`config.mk`:
```
export PLATFORM = sky130hd
export DESIGN_NAME = servo_instruction_packet_framer
export DESIGN_NICKNAME = d
export VERILOG_FILES = /design/src/sipf_pkg.sv /design/src/sipf_encode.sv /design/src/sipf_serializer.sv /design/src/servo_instruction_packet_framer.sv
export SDC_FILE = /design/constraint.sdc
export NUM_CORES = 1
export LEC_CHECK = 0
export CAP_MARGIN = 20
export CORE_ASPECT_RATIO = 1.5
export CORE_MARGIN = 5
export CORE_UTILIZATION = 35
export DETAILED_ROUTE_END_ITERATION = 10
export DONT_BUFFER_PORTS = 1
export SETUP_SLACK_MARGIN = 0.4
export SLEW_MARGIN = 10
export SYNTH_ARGS = -nofsm -noshare
export SYNTH_HDL_FRONTEND = slang
export SYNTH_SLANG_ARGS = --single-unit
```
`constraint.sdc`:
```
create_clock -name i_clk -period 19 [get_ports i_clk]
set_clock_uncertainty 0.05 [all_clocks]
set_input_delay 3.8 -clock i_clk [delete_from_list [all_inputs] [get_ports i_clk]]
set_output_delay 3.8 -clock i_clk [all_outputs]
set_load 0.01 [all_outputs]
```
`src/sipf_pkg.sv`:
```
// Shared types, opcodes and protocol constants for the servo instruction packet framer.
// No dependencies; every other file but the checker refers to this package by scoped names.
package sipf_pkg;

    localparam int unsigned SIPF_FRAME_BYTES = 16;
    localparam int unsigned SIPF_IDX_W       = $clog2(SIPF_FRAME_BYTES);

    localparam logic [5:0] SIPF_MAX_SYNC = 6'd32;

    // Command operation codes
    localparam logic [2:0] OP_PING      = 3'd0;
    localparam logic [2:0] OP_READ      = 3'd1;
    localparam logic [2:0] OP_WRITE     = 3'd2;
    localparam logic [2:0] OP_REG_WRITE = 3'd3;
    localparam logic [2:0] OP_ACTION    = 3'd4;
    localparam logic [2:0] OP_RESET     = 3'd5;
    localparam logic [2:0] OP_SYNC      = 3'd6;
    localparam logic [2:0] OP_UNUSED    = 3'd7;

    // Instruction bytes on the line
    localparam logic [7:0] INST_PING      = 8'h01;
    localparam logic [7:0] INST_READ      = 8'h02;
    localparam logic [7:0] INST_WRITE     = 8'h03;
    localparam logic [7:0] INST_REG_WRITE = 8'h04;
    localparam logic [7:0] INST_ACTION    = 8'h05;
    localparam logic [7:0] INST_RESET     = 8'h06;
    localparam logic [7:0] INST_SYNC      = 8'h83;

    localparam logic [7:0] PKT_HEADER    = 8'hFF;
    localparam logic [7:0] ID_BROADCAST  = 8'hFE;
    localparam logic [7:0] LEN_NO_PARAM  = 8'h02;
    localparam logic [7:0] LEN_TWO_PARAM = 8'h04;
    localparam logic [7:0] READ_ONE_BYTE = 8'h01;

    typedef struct packed {
        logic [7:0] sum;
        logic       active;
        logic       wide;
        logic [5:0] left;
    } t_sync_state;

    typedef struct packed {
        logic [SIPF_FRAME_BYTES-1:0][7:0] bytes;
        logic [SIPF_FRAME_BYTES-1:0]      eop;
        logic [SIPF_IDX_W-1:0]            last_idx;
        logic                             nonempty;
    } t_frame;

endpackage

```
`src/sipf_encode.sv`:
```
// Turns one command plus the sync-write state into a frame of up to sixteen line bytes.
// Pure combinational; uses sipf_pkg types and constants.
module sipf_encode (
    input  logic [2:0]           i_operation,
    input  logic [7:0]           i_servo_id,
    input  logic [7:0]           i_address,
    input  logic [15:0]          i_data,
    input  logic                 i_two_bytes,
    input  logic [5:0]           i_entry_count,
    input  logic                 i_first_entry,
    input  sipf_pkg::t_sync_state i_state,
    output sipf_pkg::t_frame      o_frame,
    output sipf_pkg::t_sync_state o_state_next
);

    // Eight-byte packet with two parameters
    function automatic logic [7:0][7:0] pkt8(input logic [7:0] id, input logic [7:0] inst,
                                             input logic [7:0] a, input logic [7:0] p);
        logic [7:0][7:0] b;
        logic [7:0]      sum;
        sum  = id + sipf_pkg::LEN_TWO_PARAM + inst + a + p;
        b[0] = sipf_pkg::PKT_HEADER;
        b[1] = sipf_pkg::PKT_HEADER;
        b[2] = id;
        b[3] = sipf_pkg::LEN_TWO_PARAM;
        b[4] = inst;
        b[5] = a;
        b[6] = p;
        b[7] = ~sum;
        return b;
    endfunction

    // Six-byte packet with no parameters
    function automatic logic [5:0][7:0] pkt6(input logic [7:0] id, input logic [7:0] inst);
        logic [5:0][7:0] b;
        logic [7:0]      sum;
        sum  = id + sipf_pkg::LEN_NO_PARAM + inst;
        b[0] = sipf_pkg::PKT_HEADER;
        b[1] = sipf_pkg::PKT_HEADER;
        b[2] = id;
        b[3] = sipf_pkg::LEN_NO_PARAM;
        b[4] = inst;
        b[5] = ~sum;
        return b;
    endfunction

    always_comb begin
        logic [7:0]                      inst;
        logic [7:0]                      addr_hi;
        logic [7:0]                      p_lo;
        logic [7:0]                      p_hi;
        logic                            wide;
        logic [5:0]                      cnt_sat;
        logic [7:0]                      cnt8;
        logic [7:0]                      lbytes;
        logic [7:0]                      len;
        logic [5:0]                      el;
        logic [5:0]                      el_next;
        logic                            done;
        logic [7:0]                      s;
        logic [sipf_pkg::SIPF_IDX_W-1:0] idx;

        o_frame      = '0;
        o_state_next = i_state;
        inst         = sipf_pkg::INST_PING;
        addr_hi      = i_address + 8'd1;
        p_lo         = i_data[7:0];
        p_hi         = i_data[15:8];
        wide         = i_first_entry ? i_two_bytes : i_state.wide;
        lbytes       = i_two_bytes ? 8'd2 : 8'd1;

        // Saturate the entry count into 1..max
        if (i_entry_count == 6'd0) begin
            cnt_sat = 6'd1;
        end else if (i_entry_count > sipf_pkg::SIPF_MAX_SYNC) begin
            cnt_sat = sipf_pkg::SIPF_MAX_SYNC;
        end else begin
            cnt_sat = i_entry_count;
        end
        cnt8    = {2'b00, cnt_sat};
        len     = 8'd4 + (i_two_bytes ? cnt8 * 8'd3 : cnt8 * 8'd2);
        el      = i_first_entry ? cnt_sat : i_state.left;
        el_next = el - 6'd1;
        done    = (el_next == 6'd0);
        s       = i_first_entry
                ? sipf_pkg::ID_BROADCAST + len + sipf_pkg::INST_SYNC + i_address + lbytes
                : i_state.sum;
        s       = s + i_servo_id + i_data[7:0] + (wide ? i_data[15:8] : 8'd0);
        idx     = '0;

        unique case (i_operation)
            sipf_pkg::OP_SYNC: begin
                if (i_first_entry || i_state.active) begin
                    o_frame.nonempty = 1'b1;
                    if (i_first_entry) begin
                        o_frame.bytes[0] = sipf_pkg::PKT_HEADER;
                        o_frame.bytes[1] = sipf_pkg::PKT_HEADER;
                        o_frame.bytes[2] = sipf_pkg::ID_BROADCAST;
                        o_frame.bytes[3] = len;
                        o_frame.bytes[4] = sipf_pkg::INST_SYNC;
                        o_frame.bytes[5] = i_address;
                        o_frame.bytes[6] = lbytes;
                        idx              = sipf_pkg::SIPF_IDX_W'(7);
                    end
                    o_frame.bytes[idx] = i_servo_id;
                    idx                = idx + 1'b1;
                    o_frame.bytes[idx] = i_data[7:0];
                    if (wide) begin
                        idx                = idx + 1'b1;
                        o_frame.bytes[idx] = i_data[15:8];
                    end
                    if (done) begin
                        idx                = idx + 1'b1;
                        o_frame.bytes[idx] = ~s;
                        o_frame.eop[idx]   = 1'b1;
                    end
                    o_frame.last_idx    = idx;
                    o_state_next.active = !done;
                    o_state_next.wide   = wide;
                    o_state_next.left   = el_next;
                    o_state_next.sum    = done ? 8'd0 : s;
                end
            end
            sipf_pkg::OP_UNUSED: begin
                // drop: no bytes, state kept
            end
            default: begin
                // Any other command abandons an open sync run
                o_state_next.active = 1'b0;
                o_state_next.left   = 6'd0;
                o_state_next.sum    = 8'd0;
                o_frame.nonempty    = 1'b1;
                unique case (i_operation)
                    sipf_pkg::OP_READ:      inst = sipf_pkg::INST_READ;
                    sipf_pkg::OP_WRITE:     inst = sipf_pkg::INST_WRITE;
                    sipf_pkg::OP_REG_WRITE: inst = sipf_pkg::INST_REG_WRITE;
                    sipf_pkg::OP_ACTION:    inst = sipf_pkg::INST_ACTION;
                    sipf_pkg::OP_RESET:     inst = sipf_pkg::INST_RESET;
                    default:                inst = sipf_pkg::INST_PING;
                endcase
                if (i_operation == sipf_pkg::OP_READ) begin
                    p_lo = sipf_pkg::READ_ONE_BYTE;
                    p_hi = sipf_pkg::READ_ONE_BYTE;
                end
                if (i_operation == sipf_pkg::OP_READ || i_operation == sipf_pkg::OP_WRITE
                    || i_operation == sipf_pkg::OP_REG_WRITE) begin
                    o_frame.bytes[7:0] = pkt8(i_servo_id, inst, i_address, p_lo);
                    o_frame.eop[7]     = 1'b1;
                    o_frame.last_idx   = sipf_pkg::SIPF_IDX_W'(7);
                    if (i_two_bytes) begin
                        o_frame.bytes[15:8] = pkt8(i_servo_id, inst, addr_hi, p_hi);
                        o_frame.eop[15]     = 1'b1;
                        o_frame.last_idx    = sipf_pkg::SIPF_IDX_W'(15);
                    end
                end else begin
                    o_frame.bytes[5:0] = pkt6(i_servo_id, inst);
                    o_frame.eop[5]     = 1'b1;
                    o_frame.last_idx   = sipf_pkg::SIPF_IDX_W'(5);
                end
            end
        endcase
    end

endmodule

```
`src/sipf_serializer.sv`:
```
// Holds one encoded frame and shifts its bytes, one per cycle while the output is not
// stalled, into the output register. Uses sipf_pkg::t_frame.
module sipf_serializer (
    input  logic             i_clk,
    input  logic             i_rst_n,
    input  logic             i_load,
    input  sipf_pkg::t_frame i_frame,
    input  logic             i_out_ready,
    output logic             o_take,
    output logic             o_valid,
    output logic [7:0]       o_tx_byte,
    output logic             o_end_of_packet,
    output logic             o_last
);

    logic                            r_busy;
    logic [sipf_pkg::SIPF_IDX_W-1:0] r_idx;
    sipf_pkg::t_frame                r_frame;
    logic                            r_out_valid;
    logic [7:0]                      r_tx_byte;
    logic                            r_eop;
    logic                            r_last;

    logic can_out;
    logic emit;
    logic at_end;

    assign can_out = !r_out_valid || i_out_ready;
    assign emit    = r_busy && can_out;
    assign at_end  = (r_idx == r_frame.last_idx);
    // Take the next request while the final byte of this one moves out
    assign o_take  = !r_busy || (emit && at_end);

    always_ff @(posedge i_clk) begin
        if (!i_rst_n) begin
            r_busy      <= 1'b0;
            r_idx       <= '0;
            r_out_valid <= 1'b0;
        end else begin
            if (emit) begin
                r_out_valid <= 1'b1;
            end else if (i_out_ready) begin
                r_out_valid <= 1'b0;
            end
            if (i_load) begin
                r_busy <= 1'b1;
                r_idx  <= '0;
            end else if (emit && at_end) begin
                r_busy <= 1'b0;
            end else if (emit) begin
                r_idx <= r_idx + 1'b1;
            end
        end
    end

    always_ff @(posedge i_clk) begin
        if (i_load) begin
            r_frame <= i_frame;
        end
        if (emit) begin
            r_tx_byte <= r_frame.bytes[r_idx];
            r_eop     <= r_frame.eop[r_idx];
            r_last    <= at_end;
        end
    end

    assign o_valid         = r_out_valid;
    assign o_tx_byte       = r_tx_byte;
    assign o_end_of_packet = r_eop;
    assign o_last          = r_last;

endmodule

```
`src/servo_instruction_packet_framer.sv`:
```
// Top level of the servo instruction packet framer: sync-write state, encoder and serializer.
// Depends on sipf_pkg, sipf_encode and sipf_serializer.

// Each accepted command leaves as the bytes of its instruction packet(s), one byte per
// cycle on the output channel while it is not stalled: 6 bytes for ping, action and
// factory reset, 8 for read, write and deferred write, 16 when those are 16-bit, and 2 to
// 11 for a sync-write entry (header bytes on the first entry, checksum on the last). The
// byte serializer sets the rate; the next command is taken in the cycle its predecessor's
// last byte moves into the output register, so back-to-back commands leave no gap on the
// line. Opcode 7 and a sync entry with no run open are taken and produce nothing. o_last
// marks the final byte of each command, o_end_of_packet each checksum byte.
module servo_instruction_packet_framer (
    input  logic        i_clk,
    input  logic        i_rst_n,
    input  logic        i_valid,
    output logic        o_ready,
    input  logic [2:0]  i_operation,
    input  logic [7:0]  i_servo_id,
    input  logic [7:0]  i_address,
    input  logic [15:0] i_data,
    input  logic        i_two_bytes,
    input  logic [5:0]  i_entry_count,
    input  logic        i_first_entry,
    output logic        o_valid,
    input  logic        i_ready,
    output logic [7:0]  o_tx_byte,
    output logic        o_end_of_packet,
    output logic        o_last
);

    sipf_pkg::t_sync_state r_state;
    sipf_pkg::t_sync_state n_state;
    sipf_pkg::t_frame      frame;
    logic                  accept;
    logic                  take;

    sipf_encode u_encode (
        .i_operation   (i_operation),
        .i_servo_id    (i_servo_id),
        .i_address     (i_address),
        .i_data        (i_data),
        .i_two_bytes   (i_two_bytes),
        .i_entry_count (i_entry_count),
        .i_first_entry (i_first_entry),
        .i_state       (r_state),
        .o_frame       (frame),
        .o_state_next  (n_state)
    );

    assign accept  = i_valid && take;
    assign o_ready = take;

    always_ff @(posedge i_clk) begin
        if (!i_rst_n) begin
            r_state <= '0;
        end else if (accept) begin
            r_state <= n_state;
        end
    end

    sipf_serializer u_serializer (
        .i_clk           (i_clk),
        .i_rst_n         (i_rst_n),
        .i_load          (accept && frame.nonempty),
        .i_frame         (frame),
        .i_out_ready     (i_ready),
        .o_take          (take),
        .o_valid         (o_valid),
        .o_tx_byte       (o_tx_byte),
        .o_end_of_packet (o_end_of_packet),
        .o_last          (o_last)
    );

endmodule

```
Yosys cells after proc, flatten, opt, wreduce, memory -nomap -nowiden
Index checks and enable logic that the tools add are counted.
{"block": "totals", "ramBits": 0, "wordCells": 172, "latch_bits": 0, "n_memories": 0, "inputBits": 47, "reg_bits": 180, "romBits": 0, "output_inout_bits": 12}
{"block": "op_classes", "magnitude_cmp": 10, "shifts": 0, "eq_ne": 9, "n_mul": 1, "addsub": 22, "n_div": 0, "bitwise_logic": 7, "mux": 68, "n_reduce_logical": 26}
{"operator": "bitwise mux 128 bit", "n": 4}
{"operator": "2-to-1 mux 128 bit", "n": 3}
{"operator": "one-hot mux 129 bit (2 select lines)", "n": 1}
{"operator": "2-to-1 mux 56 bit", "n": 3}
{"operator": "2-to-1 mux 149 bit", "n": 1}
{"operator": "2-to-1 mux 144 bit", "n": 1}
{"operator": "demux 8 bit (select 4 bit)", "n": 4}
{"operator": "2-to-1 mux 8 bit", "n": 14}
{"operator": "adder 8 bit", "n": 11}
{"operator": "2-to-1 mux 80 bit", "n": 1}
{"operator": "2-to-1 mux 64 bit", "n": 1}
{"operator": "2-to-1 mux 48 bit", "n": 1}
{"operator": "binary-select mux 8 bit (select 4 bit)", "n": 1}
{"operator": "2-to-1 mux 4 bit", "n": 8}
{"operator": "inverter 8 bit", "n": 4}
{"operator": "< comparator 4 x 5 -> 1 bit, second input constant", "n": 5}
{"operator": "2-to-1 mux 6 bit", "n": 3}
{"operator": "one-hot mux 9 bit (2 select lines)", "n": 1}
{"operator": "adder 4 x 1 -> 4 bit, second input constant", "n": 4}
{"operator": ">= comparator 4 x 1 -> 1 bit, second input constant", "n": 4}
{"operator": "2-to-1 mux 16 bit", "n": 1}
{"operator": "one-hot mux 3 bit (5 select lines)", "n": 1}
{"operator": "equality test 3 bit, second input constant", "n": 4}
{"operator": "zero test 6 bit", "n": 2}
{"operator": "other kinds (29)", "n": 60}

Logic depth before layout (Yosys ltp)
Gate-level depths: netlist of run 1.
{"block": "logic_depth", "word_depth": 21, "mapped_depth": 28, "mapped_depth_nobuf": 28}

Modules after synthesis
From an unflattened synthesis of run 1, not the netlist that was laid out.
{"block": "hier_totals", "cells_unflattened": 1066, "area_unflattened_um2": 11850.1}
{"mod": "sipf_serializer", "area_per_inst_um2": 6251.0, "cells_per_inst": 277, "instances": 1, "seq_area_each_um2": 4864.7}
{"mod": "sipf_encode", "area_per_inst_um2": 4924.7, "cells_per_inst": 715, "instances": 1, "seq_area_each_um2": 0.0}
{"mod": "servo_instruction_packet_framer", "area_per_inst_um2": 674.4, "cells_per_inst": 74, "instances": 1, "seq_area_each_um2": 320.3}

Least setup slack after synthesis of run 1
OpenSTA, ideal clock, no wires.
{"block": "synth_timing", "path_kind": "input -> register", "start": "input i_entry_count[1]", "end": "register u_serializer.r_frame[100] (netlist bit) (data pin)", "n_path_buf": 0, "t_arrival_ns": 8.684, "path_slack_ns": 10.005, "t_required_ns": 18.689, "cell_stages": 27, "path_cell_list": "nor4_2 o21bai_4 inv_1 ha_1 inv_1 fa_1 nand2b_1 o21ai_0 ha_1 xor2_1 ha_1 ha_1 inv_1 nor2_1 a31oi_1 nor2b_1 xnor2_1 mux2i_1 fa_1 inv_1 ha_1 inv_1 o21bai_1 a21oi_1 xnor2_1 xnor2_1 a221o_1"}
{"item": "from (decl)", "line_no": "servo_instruction_packet_framer.sv:22", "rtl": "input logic [5:0] i_entry_count,"}
{"item": "to (signal assigned)", "line_no": "sipf_serializer.sv:58", "rtl": "r_frame <= i_frame;"}
{"item": "to (decl)", "line_no": "sipf_serializer.sv:18", "rtl": "sipf_pkg::t_frame r_frame;"}

==> results of run 1 <==
Yosys cell counts (all sizes together) (16+ instances only):
cell	count	share of area
o21ai	51	0.023
buf	20	0.0094
clkbuf	29	0.0098
o21a	19	0.013
nor3	18	0.0081
nand2	79	0.027
a21oi	39	0.018
xor2	16	0.013
ha	52	0.058
inv	90	0.030
and2	18	0.010
dfxtp	22	0.040
edfxtp	158	0.43
nor2	55	0.019
mux4	45	0.091
fa	35	0.063
xnor2	54	0.043
power by group:
part / leakage, nW / internal, mW / switching, mW
logic: 2.65 / 0.130 / 0.180
registers: 1.69 / 0.466 / 0.00854
clock network: 0.302 / 0.221 / 0.157
state kept, by name, summed over array words and instances (netlist names):
name and cells:
r_state 16, u_serializer.o_end_of_packet 1, u_serializer.o_last 1, u_serializer.r_frame 148, u_serializer.r_idx 4, u_serializer.o_tx_byte 8, u_serializer.o_valid 1, u_serializer.r_busy 1
critical path, cell delays in order:
cell	delay (ns)
nor4_2	0.35
o21bai_4	0.12
inv_1	0.09
ha_1	0.18
inv_1	0.06
fa_1	0.39
xor2_1	0.22
mux2i_1	0.11
ha_1	0.24
xor2_1	0.25
ha_1	0.28
ha_1	0.34
inv_1	0.09
nor2_1	0.05
a31oi_1	0.20
nor2b_1	0.19
xnor2_1	0.13
mux2i_1	0.10
fa_1	0.48
inv_1	0.04
ha_1	0.33
inv_1	0.10
o21bai_1	0.09
a21oi_1	0.29
xnor2_1	0.22
xnor2_1	0.15
a221o_1	0.34
cell families after synthesis:
logic type / after synthesis
flip-flops: 180
XOR/XNOR: 70
AO/OA/AOI/OAI: 183
other: 1
adder cells (fa/ha/maj): 87
AND/OR/NAND/NOR: 228
multiplexers: 58
buffers and inverters: 140
area by class of cell:
type                    instances  area [um^2]
clock buffers                  17          425
clock inverters                15          198
fillers                      3126        19400
inverters                      91          347
multi-input cells             651         5490
flip-flops and latches        180         5190
well taps                     410          513
repair buffers                  6         45.0
per-stage QoR:
step,utilization,total power [mW]
after CTS,0.386,1.17
after global routing,0.386,1.22
after detailed placement,0.366,0.794
final,0.386,1.16
after global placement,0.366,0.787
after floorplan,-,0.724
worst paths after layout:
check / startpoint / to / slack (ns) / cells after the start
worst min register to register: r_state[11] / r_state[11] / 0.43 / 1
worst max-delay path: i_entry_count[1] / u_serializer.r_frame[100] / 9.90 / 27
worst max register to register: r_state[6] / u_serializer.r_frame[100] / 14.04 / 16
worst min-delay path: r_state[11] / r_state[11] / 0.43 / 1
routing by layer:
metal | wire length [um] | vias up | track usage
li1 | - | 3364 | -
met1 | 11400 | 3659 | 0.205
met2 | 16200 | 222 | 0.312
met3 | 1690 | 69 | 0.0354
met4 | 1860 | 0 | 0.0996
met5 | 0 | - | 0
==> results.sh, run 1 <==
export IMPL_clockRootBuffer="clkbuf_16"
export IMPL_dr_pass1_iters=4
export IMPL_timing_hold_ws_ns=0.427
export IMPL_holdCritPathClass="reg -> reg"
export IMPL_slew_violations=0
export IMPL_finalSetupViolations=0
export IMPL_synthXorXnorAreaFrac=0.0557
export IMPL_layout_drive_gt1_share=0.105
export IMPL_std_cell_rows=80
export IMPL_antennaDiodeCount=0
export IMPL_fin_area_mm2=0.0122
export IMPL_yosys_register_bits=180
export IMPL_synth_compound_area_frac=0.107
export IMPL_cts_sink_count=180
export IMPL_clk_latency_ns=0.44
export IMPL_synth_ff_type="edfxtp_1"
export IMPL_slew_headroom=0.287
export IMPL_period_needed_ns=9.10
export IMPL_drt_iter0_markers=593
export IMPL_drt_wl_total_um=31200
export IMPL_die_y_um=229
export IMPL_muxShareOfSynthArea=0.104
export IMPL_area_growth_pct=9.56
export IMPL_syn_avg_cell_area_um2=11.8
export IMPL_grt_max_degree=86
export IMPL_ant_nets=0
export IMPL_cts_hold_buf=0
export IMPL_hold_viol_final=0
export IMPL_arrival_ns=9.24
export IMPL_end_kind="flop"
export IMPL_first_global_vias=7420
export IMPL_start_util=0.352
export IMPL_place_area_mm2=0.0116
export IMPL_final_cell_mix="158 x edfxtp_1, 87 x inv_1, 77 x nand2_1"
export IMPL_status="finished, final reports clean"
export IMPL_grt_use_total=0.179
export IMPL_avgViaCountPerCell=5.34
export IMPL_h_tree_depth=4
export IMPL_synth_top_family_by_area="adder cells"
export IMPL_tns_ns=0
export IMPL_async_reset_ff_frac=0
export IMPL_min_period_over_period=0.479
export IMPL_synth_warnings=0
export IMPL_post_cts_buffers=0
export IMPL_synthSimpleGateAreaFrac=0.0962
export IMPL_dp_hpwl_um=24100
export IMPL_power_density_mw_per_mm2=95.2
export IMPL_rsz0062_at_grt="false"
export IMPL_worst_pin_slew_ns=1.07
export IMPL_critPathKind="in -> reg"
export IMPL_path_max_fanout=5
export IMPL_setup_ws_ns=9.90
export IMPL_die_w_um=156
export IMPL_antenna_found_initial=0
export IMPL_pre_cts_ws_ns=9.47
export IMPL_synth_edf_count=158
export IMPL_final_nets=1081
export IMPL_max_freq_mhz=110
export IMPL_gr_total_overflow=0
export IMPL_cp_start_kind="input port"
export IMPL_cts_tree="yes"
export IMPL_clk_pin_slew_worst_paths_ns=0.07
export IMPL_ir_worst_vdd_mv=0.0669
export IMPL_grt_first_pass_wirelength_um=47500
export IMPL_dieArea_mm2=0.0356
export IMPL_dp_cells=1338
export IMPL_cts_buffer_depth=2
export IMPL_drc=0
export IMPL_synth_fa_ha_area_frac=0.121
export IMPL_core_area_mm2=0.0316
export IMPL_syn_inst=947
export IMPL_cts_buffers=17
export IMPL_instances_no_fill=1370
export IMPL_cp_data_required_time_ns=19.14
export IMPL_cts_resized=0
export IMPL_num_vias=7314
export IMPL_pin_count=59
export IMPL_leakage_nw=4.64
export IMPL_synthDistinctLibCells=59
export IMPL_maxCapViolCount=0
export IMPL_synth_cell_area_mm2=0.0111
export IMPL_synth_yosys_seq_area_share=0.465
export IMPL_gp_congestion=0.916
export IMPL_wire_per_inst_um=22.8
export IMPL_final_common_cell="edfxtp_1"
export IMPL_port_buffers=0
Power figures use the tool's default switching activity.
==> inputs of run 2 (changes only) <==
==> constraint.sdc (replaced) <==
create_clock -name i_clk -period 7.4 [get_ports i_clk]
set_clock_uncertainty 0.05 [all_clocks]
set_input_delay 1.48 -clock i_clk [delete_from_list [all_inputs] [get_ports i_clk]]
set_output_delay 1.48 -clock i_clk [all_outputs]
set_load 0.01 [all_outputs]
==> results.sh, run 2 (synthesis results as in run 1) <==
export IMPL_final_nets=1086
export IMPL_power_internal_mw=2.05
export IMPL_dp_hpwl_um=23900
export IMPL_r2r_cells=18
export IMPL_arrival_ns=6.73
export IMPL_power_frac_comb=0.283
export IMPL_port_buffers=0
export IMPL_final_common_cell="edfxtp_1"
export IMPL_first_global_vias=7464
export IMPL_cp_data_required_time_ns=7.55
export IMPL_cp_slowest_stage_delay_ns=0.48
export IMPL_holdPathStages=1
export IMPL_fillers=3074
export IMPL_r2r_setup_slack_ns=2.55
export IMPL_grt_first_pass_wirelength_um=47500
export IMPL_drt_iter0_markers=578
export IMPL_place_area_mm2=0.0116
export IMPL_cts_buffer_depth=2
export IMPL_worst_path_stages=29
export IMPL_post_route_util=0.386
export IMPL_gp_congestion=0.896
export IMPL_cts_tree="yes"
export IMPL_grt_max_degree=104
export IMPL_start_util=0.352
export IMPL_status="finished, final reports clean"
export IMPL_worst_pin_slew_ns=0.966
export IMPL_cts_sink_count=180
export IMPL_cp_num_buf_inv=6
export IMPL_drc=0
export IMPL_p_clk_frac=0.302
export IMPL_critPathSlowestCell="fa_1"
export IMPL_p_sw_frac=0.303
export IMPL_drt_wl_total_um=31200
export IMPL_top_register="u_serializer.r_frame"
export IMPL_cp_start_kind="input port"
export IMPL_core_area_mm2=0.0316
export IMPL_leakage_nw=4.63
export IMPL_fin_area_mm2=0.0122
export IMPL_maxCapViolCount=0
export IMPL_avgViaCountPerCell=5.30
export IMPL_ir_worst_vdd_mv=0.174
export IMPL_period_needed_ns=6.58
export IMPL_end_kind="flop"
export IMPL_ant_nets=0
export IMPL_antenna_found_initial=0
export IMPL_critPathKind="in -> reg"
export IMPL_layout_drive_gt1_share=0.108
export IMPL_finalSetupViolations=0
export IMPL_multi_input_area_mm2=0.00550
export IMPL_cts_buffers=17
export IMPL_dp_cells=1342
export IMPL_grt_use_total=0.180
export IMPL_seq_power_share=0.415
export IMPL_dr_pass1_iters=5
export IMPL_clockRootBuffer="clkbuf_16"
export IMPL_min_period_over_period=0.890
export IMPL_wire_per_inst_um=22.7
export IMPL_final_cell_mix="158 x edfxtp_1, 87 x inv_1, 77 x nand2_1"
export IMPL_crit_family="adder cells"
export IMPL_max_freq_mhz=152
export IMPL_pin_count=59
export IMPL_rsz0062_at_grt="false"
export IMPL_die_y_um=229
export IMPL_holdCritPathClass="reg -> reg"
export IMPL_seqCellArea_mm2=0.00519
export IMPL_power_switching_mw=0.889
export IMPL_cts_hold_buf=0
export IMPL_hold_viol_final=0
export IMPL_instances_no_fill=1376
export IMPL_gr_total_overflow=0
export IMPL_slew_headroom=0.356
export IMPL_slew_violations=0
export IMPL_clk_latency_ns=0.45
export IMPL_dieArea_mm2=0.0356
export IMPL_std_cell_rows=80
export IMPL_h_tree_depth=4
export IMPL_power_density_mw_per_mm2=241
export IMPL_num_vias=7293
export IMPL_path_max_fanout=5
export IMPL_clk_pin_slew_worst_paths_ns=0.07
export IMPL_area_growth_pct=9.51
export IMPL_die_w_um=156
export IMPL_largest_reg_flops=148
export IMPL_tns_ns=0
-- run 2: changes by cell type in the layout (fill, tap and decap cells not counted) --
cell | before | now
diode_2 | 0 | 1
clkinvlp_2 | 0 | 1
a21oi_2 | 0 | 1
clkinv_2 | 3 | 0
clkbuf_1 | 0 | 2
xnor2_1 | 53 | 52
bufinv_16 | 4 | 2
buf_4 | 6 | 11
xnor2_2 | 1 | 2
inv_6 | 6 | 3
a21oi_1 | 39 | 38
clkinv_4 | 0 | 2
clkinvlp_4 | 2 | 3
clkinv_1 | 2 | 4
-- run 2: what timing repair did --
item / in CTS / in global routing
endpoints found under the hold margin: 0 / 0
gates resized for setup: 0 / 2
setup buffers: 0 / 1
endpoints found under the setup margin: 0 / 2
-- run 2: final cells by class --
class,count,share of cell area
multi-input cells,651,0.451
inverters,91,0.0284
flip-flops and latches,180,0.425
well taps,410,0.0420
clock inverters,13,0.0110
clock buffers,19,0.0355
repair buffers,11,0.00677
diodes,1,0.000205
-- run 2: worst paths after layout --
kind	from	end
setup reg to reg	r_state[6]	u_serializer.r_frame[44]
setup / recovery	i_entry_count[1]	u_serializer.r_frame[44]
hold reg to reg	r_state[5]	r_state[5]
hold / removal	r_state[5]	r_state[5]
-- run 2: metal layers --
| metal | track usage | vias up | wire length [um] |
|---|---|---|---|
| li1 | - | 3380 | - |
| met1 | 0.203 | 3589 | 11500 |
| met2 | 0.314 | 254 | 16200 |
| met3 | 0.0349 | 70 | 1700 |
| met4 | 0.101 | 0 | 1800 |
| met5 | 0 | - | 0 |
-- run 2: metrics by stage --
step,hold slack [ns],power [mW],worst slack [ns]
2_1_floorplan,0.388,1.86,0.725
3_3_place_gp,0.411,2.04,0.422
3_5_place_dp,0.409,2.05,0.300
4_1_cts,0.429,2.93,0.744
5_1_grt,0.443,3.09,0.439
6_report,0.427,2.94,0.818
-- run 2: power groups by stage --
stage | registers (mW) | clock network, mW | logic [mW]
2_1_floorplan | 1.24 | 0 | 0.619
3_3_place_gp | 1.24 | 0 | 0.798
3_5_place_dp | 1.24 | 0 | 0.811
4_1_cts | 1.22 | 0.899 | 0.815
5_1_grt | 1.22 | 0.940 | 0.923
6_report | 1.22 | 0.887 | 0.831
